**config.mk**
```make
export PLATFORM = sky130hd
export DESIGN_NAME = bitmask_rank_select
export DESIGN_NICKNAME = d
export VERILOG_FILES = /design/src/design/bmrs_pkg.sv /design/src/design/bitmask_rank_select.sv /design/src/design/bmrs_ram.sv /design/src/design/bmrs_word_stat.sv /design/src/design/bmrs_kth.sv
export VERILOG_INCLUDE_DIRS = /design/src /design/src/design
export SDC_FILE = /design/constraint.sdc
export NUM_CORES = 1
export LEC_CHECK = 0
export BUFFER_PORTS_ARGS = -buffer_cell sky130_fd_sc_hd__buf_2
export CAP_MARGIN = 20
export CELL_PAD_IN_SITES_DETAIL_PLACEMENT = 1
export CELL_PAD_IN_SITES_GLOBAL_PLACEMENT = 2
export CORE_MARGIN = 2
export CORE_UTILIZATION = 45
export DETAILED_ROUTE_END_ITERATION = 6
export PLACE_DENSITY = 0.88
export RECOVER_POWER = 100
export REMOVE_ABC_BUFFERS = 1
export SYNTH_ARGS = -nofsm -noshare
export SYNTH_HDL_FRONTEND = slang
export SYNTH_SLANG_ARGS = --single-unit
```
**constraint.sdc**
```tcl
create_clock -name clk -period 17 [get_ports clk]
set_input_delay 0.85 -clock clk [delete_from_list [all_inputs] [get_ports clk]]
set_output_delay 0.85 -clock clk [all_outputs]
set_load 0.02 [all_outputs]
```
**src/design/bitmask_rank_select_macros.svh**
```systemverilog
// Assertion macros for the bitmask rank/select block.
// Used by the RTL files that carry concurrent checks; expects clk and arst_n in scope.
`ifndef BITMASK_RANK_SELECT_MACROS_SVH
`define BITMASK_RANK_SELECT_MACROS_SVH
`ifndef SYNTHESIS
// implication checked on every edge out of reset
`define BMRS_ASSERT(label, prop) \
	label: assert property (@(posedge clk) disable iff (!arst_n) prop) \
		else $error("bmrs: assertion failed");
// same, message names the datapath
`define BMRS_ASSERT_DP(label, prop) \
	label: assert property (@(posedge clk) disable iff (!arst_n) prop) \
		else $error("bmrs: datapath assertion failed");
`else
`define BMRS_ASSERT(label, prop)
`define BMRS_ASSERT_DP(label, prop)
`endif
`endif

```
**src/design/bmrs_pkg.sv**
```systemverilog
// Shared types, codes and popcount helpers for the bitmask rank/select block.
// No dependencies; used by every module of the block except bmrs_ram.
`default_nettype none
package bmrs_pkg;

	localparam int WORD_W    = 64;
	localparam int SUB_W     = 6;   // bit offset within a word
	localparam int PC_W      = 7;   // popcount of one word, 0..64
	localparam int RES_W     = 8;
	localparam int IN_TDATA_W = 88; // 85 field bits padded to bytes

	typedef enum logic [1:0] {
		OP_LOAD   = 2'd0,
		OP_RANK   = 2'd1,
		OP_SELECT = 2'd2
	} bmrs_op_t;

	typedef enum logic [1:0] {
		ST_IDLE,
		ST_SCAN,
		ST_KTH,
		ST_HOLD
	} bmrs_state_t;

	typedef struct packed {
		logic [PC_W-1:0] pc_all;
		logic [PC_W-1:0] pc_below;
		logic            bit_set;
	} word_stat_t;

	function automatic logic [3:0] popcnt8(input logic [7:0] v);
		logic [3:0] c;
		c = '0;
		for (int b = 0; b < 8; b++) begin
			c = c + 4'(v[b]);
		end
		return c;
	endfunction

	function automatic logic [PC_W-1:0] popcnt64(input logic [WORD_W-1:0] v);
		logic [PC_W-1:0] c;
		c = '0;
		for (int i = 0; i < 8; i++) begin
			c = c + PC_W'(popcnt8(v[8*i +: 8]));
		end
		return c;
	endfunction

endpackage
`default_nettype wire

```
**src/design/bitmask_rank_select.sv**
```systemverilog
// Rank/select over a MASK_WORDS x 64-bit mask in a RAM with registered read data (bmrs_ram),
// with bmrs_word_stat, bmrs_kth and bmrs_pkg. One transaction in flight; a load goes
// straight to the result, a rank scans the words up to its bit's word and a select scans the
// words in use (one RAM word per scan cycle, then the 3-stage k-th-one search on a hit).
// s_tready returns once the result sits in the output register. Reset clears the per-word
// valid flags, so the mask reads as zero at once; no clearing pass.
`default_nettype none
`include "bitmask_rank_select_macros.svh"
module bitmask_rank_select #(
	parameter int MASK_WORDS = 4
) (
	input  wire logic                              clk,
	input  wire logic                              arst_n,
	input  wire logic                              s_tvalid,
	output logic                                   s_tready,
	// word_index[1:0], mask_word[65:2], word_count[68:66], bit_number[76:69],
	// position[84:77], zero pad [87:85]
	input  wire logic [bmrs_pkg::IN_TDATA_W-1:0]   s_tdata,
	// operation[1:0]
	input  wire logic [1:0]                        s_tuser,
	output logic                                   m_tvalid,
	input  wire logic                              m_tready,
	// result_index[7:0]
	output logic      [bmrs_pkg::RES_W-1:0]        m_tdata,
	// valid_res[0]
	output logic                                   m_tuser
);

	localparam int AW = (MASK_WORDS > 1) ? $clog2(MASK_WORDS) : 1;
	localparam int LW = $clog2(MASK_WORDS + 1);
	localparam int CW = $clog2(MASK_WORDS * 64 + 1);
	localparam int EW = ((CW > 8) ? CW : 8) + 1;

	// input fields
	logic [1:0]                    word_index;
	logic [bmrs_pkg::WORD_W-1:0]   mask_word;
	logic [2:0]                    word_count;
	logic [7:0]                    bit_number;
	logic [7:0]                    position;

	assign word_index = s_tdata[1:0];
	assign mask_word  = s_tdata[65:2];
	assign word_count = s_tdata[68:66];
	assign bit_number = s_tdata[76:69];
	assign position   = s_tdata[84:77];

	// control state
	bmrs_pkg::bmrs_state_t         state_q, state_d;
	logic [AW-1:0]                 pj_q, pj_d;      // word under scan
	logic [CW-1:0]                 acc_q, acc_d;    // ones seen in lower words
	logic [LW-1:0]                 lim_q, lim_d;    // words to scan
	logic                          sel_q, sel_d;    // select, else rank
	logic [bmrs_pkg::SUB_W-1:0]    sub_q, sub_d;
	logic [7:0]                    pos_q, pos_d;
	logic [bmrs_pkg::RES_W-1:0]    res_idx_q, res_idx_d;
	logic                          res_vld_q, res_vld_d;
	logic                          m_tvalid_q;
	logic [bmrs_pkg::RES_W-1:0]    out_idx_q;
	logic                          out_vld_q;
	logic                          out_load;

	// per-word valid flags: unwritten words read as zero
	logic [MASK_WORDS-1:0]         wvld_q;
	logic                          rdv_s1;

	// memory port
	logic                          ram_we;
	logic [AW-1:0]                 ram_waddr;
	logic [AW-1:0]                 rd_addr;
	logic [bmrs_pkg::WORD_W-1:0]   rd_data;
	logic [bmrs_pkg::WORD_W-1:0]   scan_word;

	// scan datapath
	bmrs_pkg::word_stat_t          stat;
	logic [AW:0]                   pj_nx;
	logic [LW-1:0]                 cnt_sat;
	logic [EW-1:0]                 seen_sum;
	logic                          hit;
	logic [bmrs_pkg::SUB_W-1:0]    kth_k;
	logic                          kth_start;
	logic                          kth_done;
	logic [bmrs_pkg::SUB_W-1:0]    kth_bit;
	logic                          accept;

	assign s_tready  = (state_q == bmrs_pkg::ST_IDLE);
	assign accept    = s_tvalid && s_tready;
	assign ram_waddr = AW'(word_index);
	assign scan_word = rdv_s1 ? rd_data : '0;
	assign pj_nx     = {1'b0, pj_q} + (AW+1)'(1);
	assign cnt_sat   = (int'(word_count) > MASK_WORDS) ? LW'(MASK_WORDS) : LW'(word_count);
	assign seen_sum  = EW'(acc_q) + EW'(stat.pc_all);
	assign hit       = seen_sum > EW'(pos_q);
	assign kth_k     = bmrs_pkg::SUB_W'(EW'(pos_q) - EW'(acc_q));

	bmrs_ram #(
		.WIDTH (bmrs_pkg::WORD_W),
		.DEPTH (MASK_WORDS)
	) u_mask_ram (
		.clk   (clk),
		.we    (ram_we),
		.waddr (ram_waddr),
		.wdata (mask_word),
		.raddr (rd_addr),
		.rdata (rd_data)
	);

	bmrs_word_stat u_word_stat (
		.word (scan_word),
		.sub  (sub_q),
		.stat (stat)
	);

	bmrs_kth u_kth (
		.clk    (clk),
		.arst_n (arst_n),
		.start  (kth_start),
		.word   (scan_word),
		.k      (kth_k),
		.done   (kth_done),
		.bit_no (kth_bit)
	);

	// sequencer: one RAM word consumed per scan cycle, next word read in parallel
	always_comb begin
		state_d   = state_q;
		pj_d      = pj_q;
		acc_d     = acc_q;
		lim_d     = lim_q;
		sel_d     = sel_q;
		sub_d     = sub_q;
		pos_d     = pos_q;
		res_idx_d = res_idx_q;
		res_vld_d = res_vld_q;
		ram_we    = 1'b0;
		rd_addr   = '0;
		kth_start = 1'b0;
		out_load  = 1'b0;
		case (state_q)
			bmrs_pkg::ST_IDLE: begin
				// word 0 is read here so the scan starts with its data
				pj_d      = '0;
				acc_d     = '0;
				res_idx_d = '0;
				res_vld_d = 1'b0;
				sub_d     = bit_number[bmrs_pkg::SUB_W-1:0];
				pos_d     = position;
				if (s_tvalid) begin
					state_d = bmrs_pkg::ST_HOLD;
					case (s_tuser)
						bmrs_pkg::OP_LOAD: begin
							if (int'(word_index) < MASK_WORDS) begin
								ram_we    = 1'b1;
								res_vld_d = 1'b1;
							end
						end
						bmrs_pkg::OP_RANK: begin
							if (LW'(bit_number[7:6]) < cnt_sat && int'(bit_number[7:6]) < MASK_WORDS) begin
								lim_d   = LW'(int'(bit_number[7:6]) + 1);
								sel_d   = 1'b0;
								state_d = bmrs_pkg::ST_SCAN;
							end
						end
						bmrs_pkg::OP_SELECT: begin
							if (cnt_sat != '0) begin
								lim_d   = cnt_sat;
								sel_d   = 1'b1;
								state_d = bmrs_pkg::ST_SCAN;
							end
						end
						default: begin
							// unused code: invalid result, mask left unchanged
						end
					endcase
				end
			end
			bmrs_pkg::ST_SCAN: begin
				if (pj_nx < (AW+1)'(MASK_WORDS)) begin
					rd_addr = pj_nx[AW-1:0];
				end
				if (sel_q) begin
					if (hit) begin
						kth_start = 1'b1;
						state_d   = bmrs_pkg::ST_KTH;
					end else if (pj_nx == (AW+1)'(lim_q)) begin
						state_d = bmrs_pkg::ST_HOLD;
					end else begin
						acc_d = CW'(seen_sum);
						pj_d  = pj_nx[AW-1:0];
					end
				end else begin
					if (pj_nx == (AW+1)'(lim_q)) begin
						if (stat.bit_set) begin
							res_idx_d = bmrs_pkg::RES_W'(EW'(acc_q) + EW'(stat.pc_below));
							res_vld_d = 1'b1;
						end
						state_d = bmrs_pkg::ST_HOLD;
					end else begin
						acc_d = CW'(seen_sum);
						pj_d  = pj_nx[AW-1:0];
					end
				end
			end
			bmrs_pkg::ST_KTH: begin
				if (kth_done) begin
					res_idx_d = bmrs_pkg::RES_W'({pj_q, kth_bit});
					res_vld_d = 1'b1;
					state_d   = bmrs_pkg::ST_HOLD;
				end
			end
			bmrs_pkg::ST_HOLD: begin
				// hand over to the output register once it is free
				if (!m_tvalid_q || m_tready) begin
					out_load = 1'b1;
					state_d  = bmrs_pkg::ST_IDLE;
				end
			end
			default: begin
				state_d = bmrs_pkg::ST_IDLE;
			end
		endcase
	end

	always_ff @(posedge clk or negedge arst_n) begin
		if (!arst_n) begin
			state_q    <= bmrs_pkg::ST_IDLE;
			wvld_q     <= '0;
			m_tvalid_q <= 1'b0;
		end else begin
			state_q <= state_d;
			if (ram_we) begin
				wvld_q[ram_waddr] <= 1'b1;
			end
			if (out_load) begin
				m_tvalid_q <= 1'b1;
			end else if (m_tready) begin
				m_tvalid_q <= 1'b0;
			end
		end
	end

	always_ff @(posedge clk) begin
		pj_q      <= pj_d;
		acc_q     <= acc_d;
		lim_q     <= lim_d;
		sel_q     <= sel_d;
		sub_q     <= sub_d;
		pos_q     <= pos_d;
		res_idx_q <= res_idx_d;
		res_vld_q <= res_vld_d;
		rdv_s1    <= wvld_q[rd_addr];
		if (out_load) begin
			out_idx_q <= res_idx_q;
			out_vld_q <= res_vld_q;
		end
	end

	assign m_tvalid = m_tvalid_q;
	assign m_tdata  = out_idx_q;
	assign m_tuser  = out_vld_q;

	logic [AW:0] pj_ext;
	assign pj_ext = {1'b0, pj_q};

	`BMRS_ASSERT(a_one_in_flight, accept |=> !s_tready)
	`BMRS_ASSERT_DP(a_invalid_is_zero, m_tvalid && !m_tuser |-> m_tdata == '0)
	`BMRS_ASSERT_DP(a_scan_in_range, state_q == bmrs_pkg::ST_SCAN |-> pj_ext < (AW+1)'(lim_q))
	`BMRS_ASSERT(a_kth_only_in_kth, kth_done |-> state_q == bmrs_pkg::ST_KTH)
	`BMRS_ASSERT(a_load_sets_flag, ram_we |=> wvld_q[$past(ram_waddr)])

endmodule
`default_nettype wire

```
**src/design/bmrs_ram.sv**
```systemverilog
// Generic single-write, single-read RAM with registered read data.
// No dependencies.
`default_nettype none
module bmrs_ram #(
	parameter int WIDTH = 64,
	parameter int DEPTH = 4
) (
	input  wire logic                                   clk,
	input  wire logic                                   we,
	input  wire logic [(DEPTH > 1 ? $clog2(DEPTH) : 1)-1:0] waddr,
	input  wire logic [WIDTH-1:0]                       wdata,
	input  wire logic [(DEPTH > 1 ? $clog2(DEPTH) : 1)-1:0] raddr,
	output logic      [WIDTH-1:0]                       rdata
);

	logic [WIDTH-1:0] mem [DEPTH];

	always_ff @(posedge clk) begin
		if (we) begin
			mem[waddr] <= wdata;
		end
		rdata <= mem[raddr];
	end

endmodule
`default_nettype wire

```
**src/design/bmrs_word_stat.sv**
```systemverilog
// Per-word statistics for the scan: full popcount, popcount below a bit, bit test.
// Depends on bmrs_pkg.
`default_nettype none
module bmrs_word_stat (
	input  wire logic [bmrs_pkg::WORD_W-1:0] word,
	input  wire logic [bmrs_pkg::SUB_W-1:0]  sub,
	output bmrs_pkg::word_stat_t             stat
);

	logic [bmrs_pkg::WORD_W-1:0] below;

	assign below         = word & ~({bmrs_pkg::WORD_W{1'b1}} << sub);
	assign stat.pc_all   = bmrs_pkg::popcnt64(word);
	assign stat.pc_below = bmrs_pkg::popcnt64(below);
	assign stat.bit_set  = word[sub];

endmodule
`default_nettype wire

```
**src/design/bmrs_kth.sv**
```systemverilog
// Three-stage unit giving the bit number of the k-th set bit of a 64-bit word.
// Byte-wise search then bit-wise search; depends on bmrs_pkg.
`default_nettype none
module bmrs_kth (
	input  wire logic                         clk,
	input  wire logic                         arst_n,
	input  wire logic                         start,
	input  wire logic [bmrs_pkg::WORD_W-1:0]  word,
	input  wire logic [bmrs_pkg::SUB_W-1:0]   k,
	output logic                              done,
	output logic      [bmrs_pkg::SUB_W-1:0]   bit_no
);

	logic                          v_s1, v_s2, v_s3;
	logic [bmrs_pkg::WORD_W-1:0]   word_s1;
	logic [bmrs_pkg::SUB_W-1:0]    k_s1;
	logic [7:0]                    byte_s2;
	logic [2:0]                    bsel_s2, krem_s2;
	logic [bmrs_pkg::SUB_W-1:0]    bit_s3;

	logic [2:0] bsel, krem, bpos;

	// find the byte holding the k-th one
	always_comb begin
		logic [6:0] cum;
		logic [6:0] nxt;
		logic       found;
		cum   = '0;
		found = 1'b0;
		bsel  = '0;
		krem  = '0;
		for (int i = 0; i < 8; i++) begin
			nxt = cum + 7'(bmrs_pkg::popcnt8(word_s1[8*i +: 8]));
			if (!found && nxt > {1'b0, k_s1}) begin
				found = 1'b1;
				bsel  = 3'(i);
				krem  = 3'(k_s1 - cum[5:0]);
			end
			cum = nxt;
		end
	end

	// find the bit within that byte
	always_comb begin
		logic [3:0] cnt;
		logic       found;
		cnt   = '0;
		found = 1'b0;
		bpos  = '0;
		for (int b = 0; b < 8; b++) begin
			if (!found && byte_s2[b] && cnt == {1'b0, krem_s2}) begin
				found = 1'b1;
				bpos  = 3'(b);
			end
			cnt = cnt + 4'(byte_s2[b]);
		end
	end

	always_ff @(posedge clk or negedge arst_n) begin
		if (!arst_n) begin
			v_s1 <= 1'b0;
			v_s2 <= 1'b0;
			v_s3 <= 1'b0;
		end else begin
			v_s1 <= start;
			v_s2 <= v_s1;
			v_s3 <= v_s2;
		end
	end

	always_ff @(posedge clk) begin
		if (start) begin
			word_s1 <= word;
			k_s1    <= k;
		end
		if (v_s1) begin
			byte_s2 <= word_s1[bsel*8 +: 8];
			bsel_s2 <= bsel;
			krem_s2 <= krem;
		end
		if (v_s2) begin
			bit_s3 <= {bsel_s2, bpos};
		end
	end

	assign done   = v_s3;
	assign bit_no = bit_s3;

endmodule
`default_nettype wire

```
======== After elaboration in Yosys (flattened, before gate mapping) ========
Memory sizes are Yosys's and may differ from the RTL's. A register that Yosys moved wholly into a read port is not among the register bits.
Index checks and enable logic that the tools add are counted.
storage, ports and cells
  RAM bits ................................ 256
  output and inout port bits .............. 11
  register bits after elaboration ......... 148
  memories kept ........................... 1
cells by class
  bitwise gates (word level) .............. 3
  shifts and indexed selects .............. 2
  reductions and logical operators ........ 53
  equal/unequal tests ..................... 22
  multiplexer cells ....................... 91
  add/sub/neg operators ................... 207
  order comparisons ....................... 16
memories
  memory          words  width  read ports  clocked after Yosys merged registers in  wr ports  RTL line        source
  u_mask_ram.mem  4      64     1           1                                        1         bmrs_ram.sv:16  logic [WIDTH-1:0] mem [DEPTH];
operator list
  operator                                                              number
  4-bit by 1-bit adder with 4-bit output                                149
  7-bit by 4-bit adder with 7-bit output                                17
  64-bit AND                                                            1
  64-bit 2-to-1 mux                                                     1
  64-bit inverter                                                       1
  64-bit by 7-bit variable part select with 8-bit output                1
  64-bit by 6-bit left shift with 64-bit output (first input constant)  1
  3-bit 2-to-1 mux                                                      17
  1-bit by 1-bit adder with 2-bit output                                25
  7-bit by 6-bit > comparator with 1-bit output                         6
  1-bit 2-to-1 mux                                                      38
  2-bit 2-to-1 mux                                                      17
  8-bit 2-to-1 mux                                                      4
  9-bit 2-to-1 mux                                                      3
  4-bit by 3-bit equality test with 1-bit output                        6
  8-bit case mux with 3 select lines                                    1
  1-bit logical AND                                                     23
  3-bit subtractor                                                      7
  9-bit case mux with 2 select lines                                    1
  4-bit by 4-bit adder with 5-bit output                                3
  1-bit logical NOT                                                     15
  2-bit != test (second input constant)                                 7
  9-bit by 7-bit adder with 10-bit output                               1
  10-bit by 8-bit > comparator with 1-bit output                        1
  other kinds (37)                                                      48

======== Depth between registers and ports, before layout ========
  depth after elaboration ................. 31
  depth in mapped cells ................... 43

======== By module ========
From an unflattened synthesis, not the netlist that was laid out.
second synthesis, totals
  cell total of the unflattened synthesis .. 2,075
  area total of the unflattened synthesis .. 27,353.7 µm²
modules (own cells, without submodules)
  module               instances  cells an instance  area each (µm²)
  bmrs_ram             1          402                10,622.7
  bmrs_kth             1          771                8,090.3
  bmrs_word_stat       1          519                4,789.6
  bitmask_rank_select  1          383                3,851.2

======== Worst setup path after synthesis ========
OpenSTA, ideal clock, no wires.
  kind .................................... reg2reg
  from .................................... register rdv_s1
  to ...................................... register acc_q[0], enable pin
  data required time ...................... 16.450 ns
  slack ................................... 3.742 ns
  library setup time ...................... 0.550 ns
  stages on the path, launching flop included .. 36
  data arrival time ....................... 12.708 ns
  path through ............................ dfxtp_1 > clkbuf_1 > clkbuf_1 > buf_1 > clkbuf_1 > clkbuf_1 > nand2_1 > fa_1 > fa_1 > fa_1 > fa_1 > inv_1 > fa_1 > xnor2_1 > fa_1 > fa_1 > inv_1 > fa_1 > inv_1 > fa_1 > inv_1 > fa_1 > ha_1 > a21oi_1 > o21ai_0 > a21oi_1 > o21bai_1 > a21oi_1 > xnor2_1 > ha_1 > nand4_1 > o22ai_1 > a31oi_1 > o21ai_0 > nor2_1 > a21oi_1
between the ends
  longest elaborated chain between the ends .. 19
  elaborated cells between the ends (all ways) .. 68
  classes of those cells .................. 64 x add/sub; 1 x order compare; 1 x eq/ne; 1 x mux; 1 x reduce/logical
RTL lines
  what                                                  RTL line                    source
  start, declared                                       bitmask_rank_select.sv:64   logic rdv_s1;
  start signal, assigned                                bitmask_rank_select.sv:250  rdv_s1 <= wvld_q[rd_addr];
  64-bit 2-to-1 mux (*)                                 bitmask_rank_select.sv:88   assign scan_word = rdv_s1 ? rd_data : '0;
  1-bit by 1-bit adder with 2-bit output                bmrs_pkg.sv:35              c = c + 4'(v[b]);
  4-bit by 1-bit adder with 4-bit output (6 in series)  bmrs_pkg.sv:35
  4-bit by 4-bit adder with 5-bit output                bmrs_pkg.sv:44              c = c + PC_W'(popcnt8(v[8*i +: 8]));
  7-bit by 4-bit adder with 7-bit output (5 in series)  bmrs_pkg.sv:44
  7-bit by 4-bit adder with 7-bit output (*)            bmrs_pkg.sv:44
  9-bit by 7-bit adder with 10-bit output (*)           bitmask_rank_select.sv:91   assign seen_sum = EW'(acc_q) + EW'(stat.pc_all);
  10-bit by 8-bit > comparator with 1-bit output (*)    bitmask_rank_select.sv:92   assign hit = seen_sum > EW'(pos_q);
  3-bit != test (no source line) (*)                    n/a
  2-bit AND reduction (no source line) (*)              n/a
  end signal, assigned                                  bitmask_rank_select.sv:243  acc_q <= acc_d;
  end, declared                                         bitmask_rank_select.sv:50   logic [CW-1:0] acc_q, acc_d;
Every way passes the cells marked *; elsewhere a longest branch is shown, timed or not.
A chain may end at the register's enable or synchronous reset.

======== Worst setup path in the final report ========
  from .................................... register u_kth.word_s1[0] in the netlist's numbering
  to ...................................... register u_kth.byte_s2[2] (data pin)
between the ends
  longest elaborated chain between the ends .. 31
  elaborated cells between the ends (all ways) .. 51
  classes of those cells .................. 14 x add/sub; 8 x order compare; 1 x shift; 14 x mux; 14 x reduce/logical
RTL lines
  what                                                                                             RTL line        source
  start, declared                                                                                  bmrs_kth.sv:15  logic [bmrs_pkg::WORD_W-1:0] word_s1;
  start signal, assigned                                                                           bmrs_kth.sv:73  word_s1 <= word;
  1-bit by 1-bit adder with 2-bit output (*)                                                       bmrs_pkg.sv:35
  4-bit by 1-bit adder with 4-bit output (*) (6 in series)                                         bmrs_pkg.sv:35
  parallel branches: the longest is 22 deep, another holds 7-bit by 4-bit adder with 7-bit output  n/a
  3-bit 2-to-1 mux (*)                                                                             bmrs_kth.sv:34  if (!found && nxt > {1'b0, k_s1}) begin
  64-bit by 7-bit variable part select with 8-bit output (*)                                       bmrs_kth.sv:77  byte_s2 <= word_s1[bsel*8 +: 8];
  end signal, assigned                                                                             bmrs_kth.sv:77
  end, declared                                                                                    bmrs_kth.sv:17  logic [7:0] byte_s2;
Mark *: on every way between the ends.

==> impl_metrics.csv <==
group,metric,value,unit
routing,wire_per_inst,22.1,um
outcome,violations,"capacitance limit, slew limit",
setup_path,path_max_fanout,33,
setup_path,r2r_setup_slack,4.22,ns
layout,n_fill_cell,6353,
layout,drive_above_1_share,9.21,%
routing,final_antenna_net_count,0,
clocking,htreeDepth,2,
timing,relSlewSlack,-169,%
routing,drc_errors,0,
clocking,cts_setup_buffers,0,
logic_synthesis,async_flop_share,2.14,%
outcome,status,"finished, violations left",
setup_path,cp-start-kind,"flop",
layout,n_antenna_cell,0,
routing,wirelength,68.4,mm
routing,via_per_inst,5.41,
layout,final_area,30800,sq um
timing,drv_slew,388,
clocking,insertion_delay,0.59,ns
clocking,cts_tree,"built",
logic_synthesis,netlist_instances,2149,
setup_path,endpoint_kind,"flop",
hold_path,hold_path_class,"primary input to asynchronous set/reset pin",
place,port_buffers,101,
logic_synthesis,synth.distinct_cells,72,
clocking,clk_path_buf_depth,3,
layout,instances_no_fill,3092,
clocking,cts_resized,0,
global_routing,grt_pass1_vias,18800,
layout,final_core_util,50.1,%
place,placed_cells,3003,
floorplanning,initial_utilization,45.4,%
floorplanning,fp.dieW,253,um
clocking,holdBufCountCts,0,
global_routing,grt_usage,21.9,%
setup_path,required,17.40,ns
clocking,cts-root-buf,"clkbuf_16",
clocking,clk_pin_slew,0.06,ns
logic_synthesis,synth.avg_cell_area,13.0,sq um
timing,hold_viol,0,
routing,vias,16700,
timing,final.setup.tns,0,ns
clocking,numCtsBuffers,47,
setup_path,arrival,13.18,ns
setup_path,crit_top_cell,"fa_1",
routing,drt_iter0_drc,908,
logic_synthesis,syn-cell-area,27900,sq um
timing,max_slew.worst_pin.slew,4.04,ns
floorplanning,die_area,64000,sq um
setup_path,cp_slowest_cell,"clkbuf_1",
timing,max_freq,0.0783,GHz
floorplanning,dieHeight,253,um
layout,layout_commonest_cell,"edfxtp_1",
global_routing,grt_pass1_wl,107,mm
logic_synthesis,yosysSeqAreaShare,47.9,%
global_routing,antenna_found_initial,0,
global_routing,grt_max_degree,72,
timing,rsz0062_at_grt,"false",
logic_synthesis,ys_warn_count,0,
timing,period_share,75.2,%
flow_run,cap_violations,7,
floorplanning,fp-row-count,91,
floorplanning,core_area,61500,sq um
layout,layout_common_cells,"edfxtp_1 (393), inv_1 (355), ha_1 (230)",
place,dp_hpwl,53.2,mm
timing,skew,0.0220,ns
timing,fin_crit,12.78,ns
timing,setup_violations,0,
clocking,cts.sinks,468,
logic_synthesis,synth_edf_count,393,
layout,syn2layout_area_growth,10.4,%
setup_path,crit_type,"flop to flop",
routing,dr.pass1.iters,5,
global_routing,gr-total-overflow,0,
place,gp_congestion,0.888,
logic_synthesis,synth_flop_cell,"edfxtp_1",
place,placed_cell_area,29300,sq um
floorplanning,ios,105,
setup_path,slowest_delay,1.73,ns
logic_synthesis,ys_ff_latch,468,
layout,final_nets,2739,
cell type report:
cell class / count / area [sq um] / area share [%]
Clock buffer: 60 / 1250 / 4.08
Clock inverter: 28 / 345 / 1.12
Inverter: 357 / 1340 / 4.35
Multi-Input combinational cell: 1268 / 13000 / 42.2
Sequential cell: 468 / 13400 / 43.4
Tap cell: 790 / 988 / 3.21
Timing Repair Buffer: 121 / 522 / 1.69
logic make-up after synthesis:
logic type / count (synthesis) / share of synthesized area (%)
XOR/XNOR: 110 / 3.59
AO/OA/AOI/OAI: 313 / 7.84
flip-flops: 468 / 47.9
multiplexers: 124 / 7.96
buffers and inverters: 413 / 5.60
adder cells (fa/ha/maj): 383 / 21.3
AND/OR/NAND/NOR: 338 / 5.88
worst max-delay path, delay by kind of cell, from the launching register on:
kind / cells / cell delay (ns)
adders and majority gates: 13 / 6.27
AOI/OAI and AO/OA: 8 / 1.95
buffers and inverters: 3 / 1.91
and+or+nand+nor: 4 / 1.07
muxes: 1 / 0.58
DFF: 1 / 0.40
xor gates and xnor gates: 2 / 0.37
metrics by stage:
stage	hold WS, ns	worst slack (ns)
after global routing	0.320	3.49
final	0.302	4.22
after global placement	0.406	6.02
after floorplan	0.400	3.67
after detailed placement	0.407	5.76
after CTS	0.123	5.66
flip-flops by register name, summed over array words and instances, names as in the netlist, 8 cells and up:
signal	cells
u_mask_ram.mem	256
u_kth.word_s1	64
u_mask_ram.rdata	64
acc_q	9
m_tdata	8
pos_q	8
res_idx_q	8
u_kth.byte_s2	8
cells in the mapped netlist, drive strengths merged (18+ instances only):
cell / count / area, sq um
edfxtp: 393 / 11800
inv: 356 / 1340
ha: 230 / 2880
fa: 152 / 3040
nand2: 105 / 394
mux4: 78 / 1760
xnor2: 72 / 631
nor2: 67 / 251
dfxtp: 65 / 1300
a21oi: 62 / 325
o21ai: 51 / 255
a21o: 50 / 375
nor2b: 48 / 300
mux2i: 43 / 430
clkbuf: 42 / 158
xor2: 37 / 347
o21a: 35 / 263
nand3: 32 / 160
and2: 21 / 131
nor3: 18 / 90.1
path summary, 6_finish.rpt:
kind | start | endpoint | depth (start not counted)
worst min-delay path | arst_n | wvld_q[1] | 1
min in group clk | res_idx_q[0] | m_tdata[0] | 0
max in group asynchronous | arst_n | u_kth.v_s2 | 1
worst max-delay path | u_kth.word_s1[0] | u_kth.byte_s2[2] | 31
worst min register to register | res_idx_q[0] | m_tdata[0] | 0
worst max register to register | u_kth.word_s1[0] | u_kth.byte_s2[2] | 31
layer usage:
layer	routed length (um)	track usage [%]	share of wire, %	vias up
met4	1830	6.26	2.7	0
met1	29100	27.9	43	8594
li1	-	-	-	7773
met2	35800	39.6	52	264
met3	1730	2.16	2.5	86
met5	0	0	0	-
Power is not shown: default switching activity piles up to over one toggle a cycle in this logic, so the estimate is an artifact.
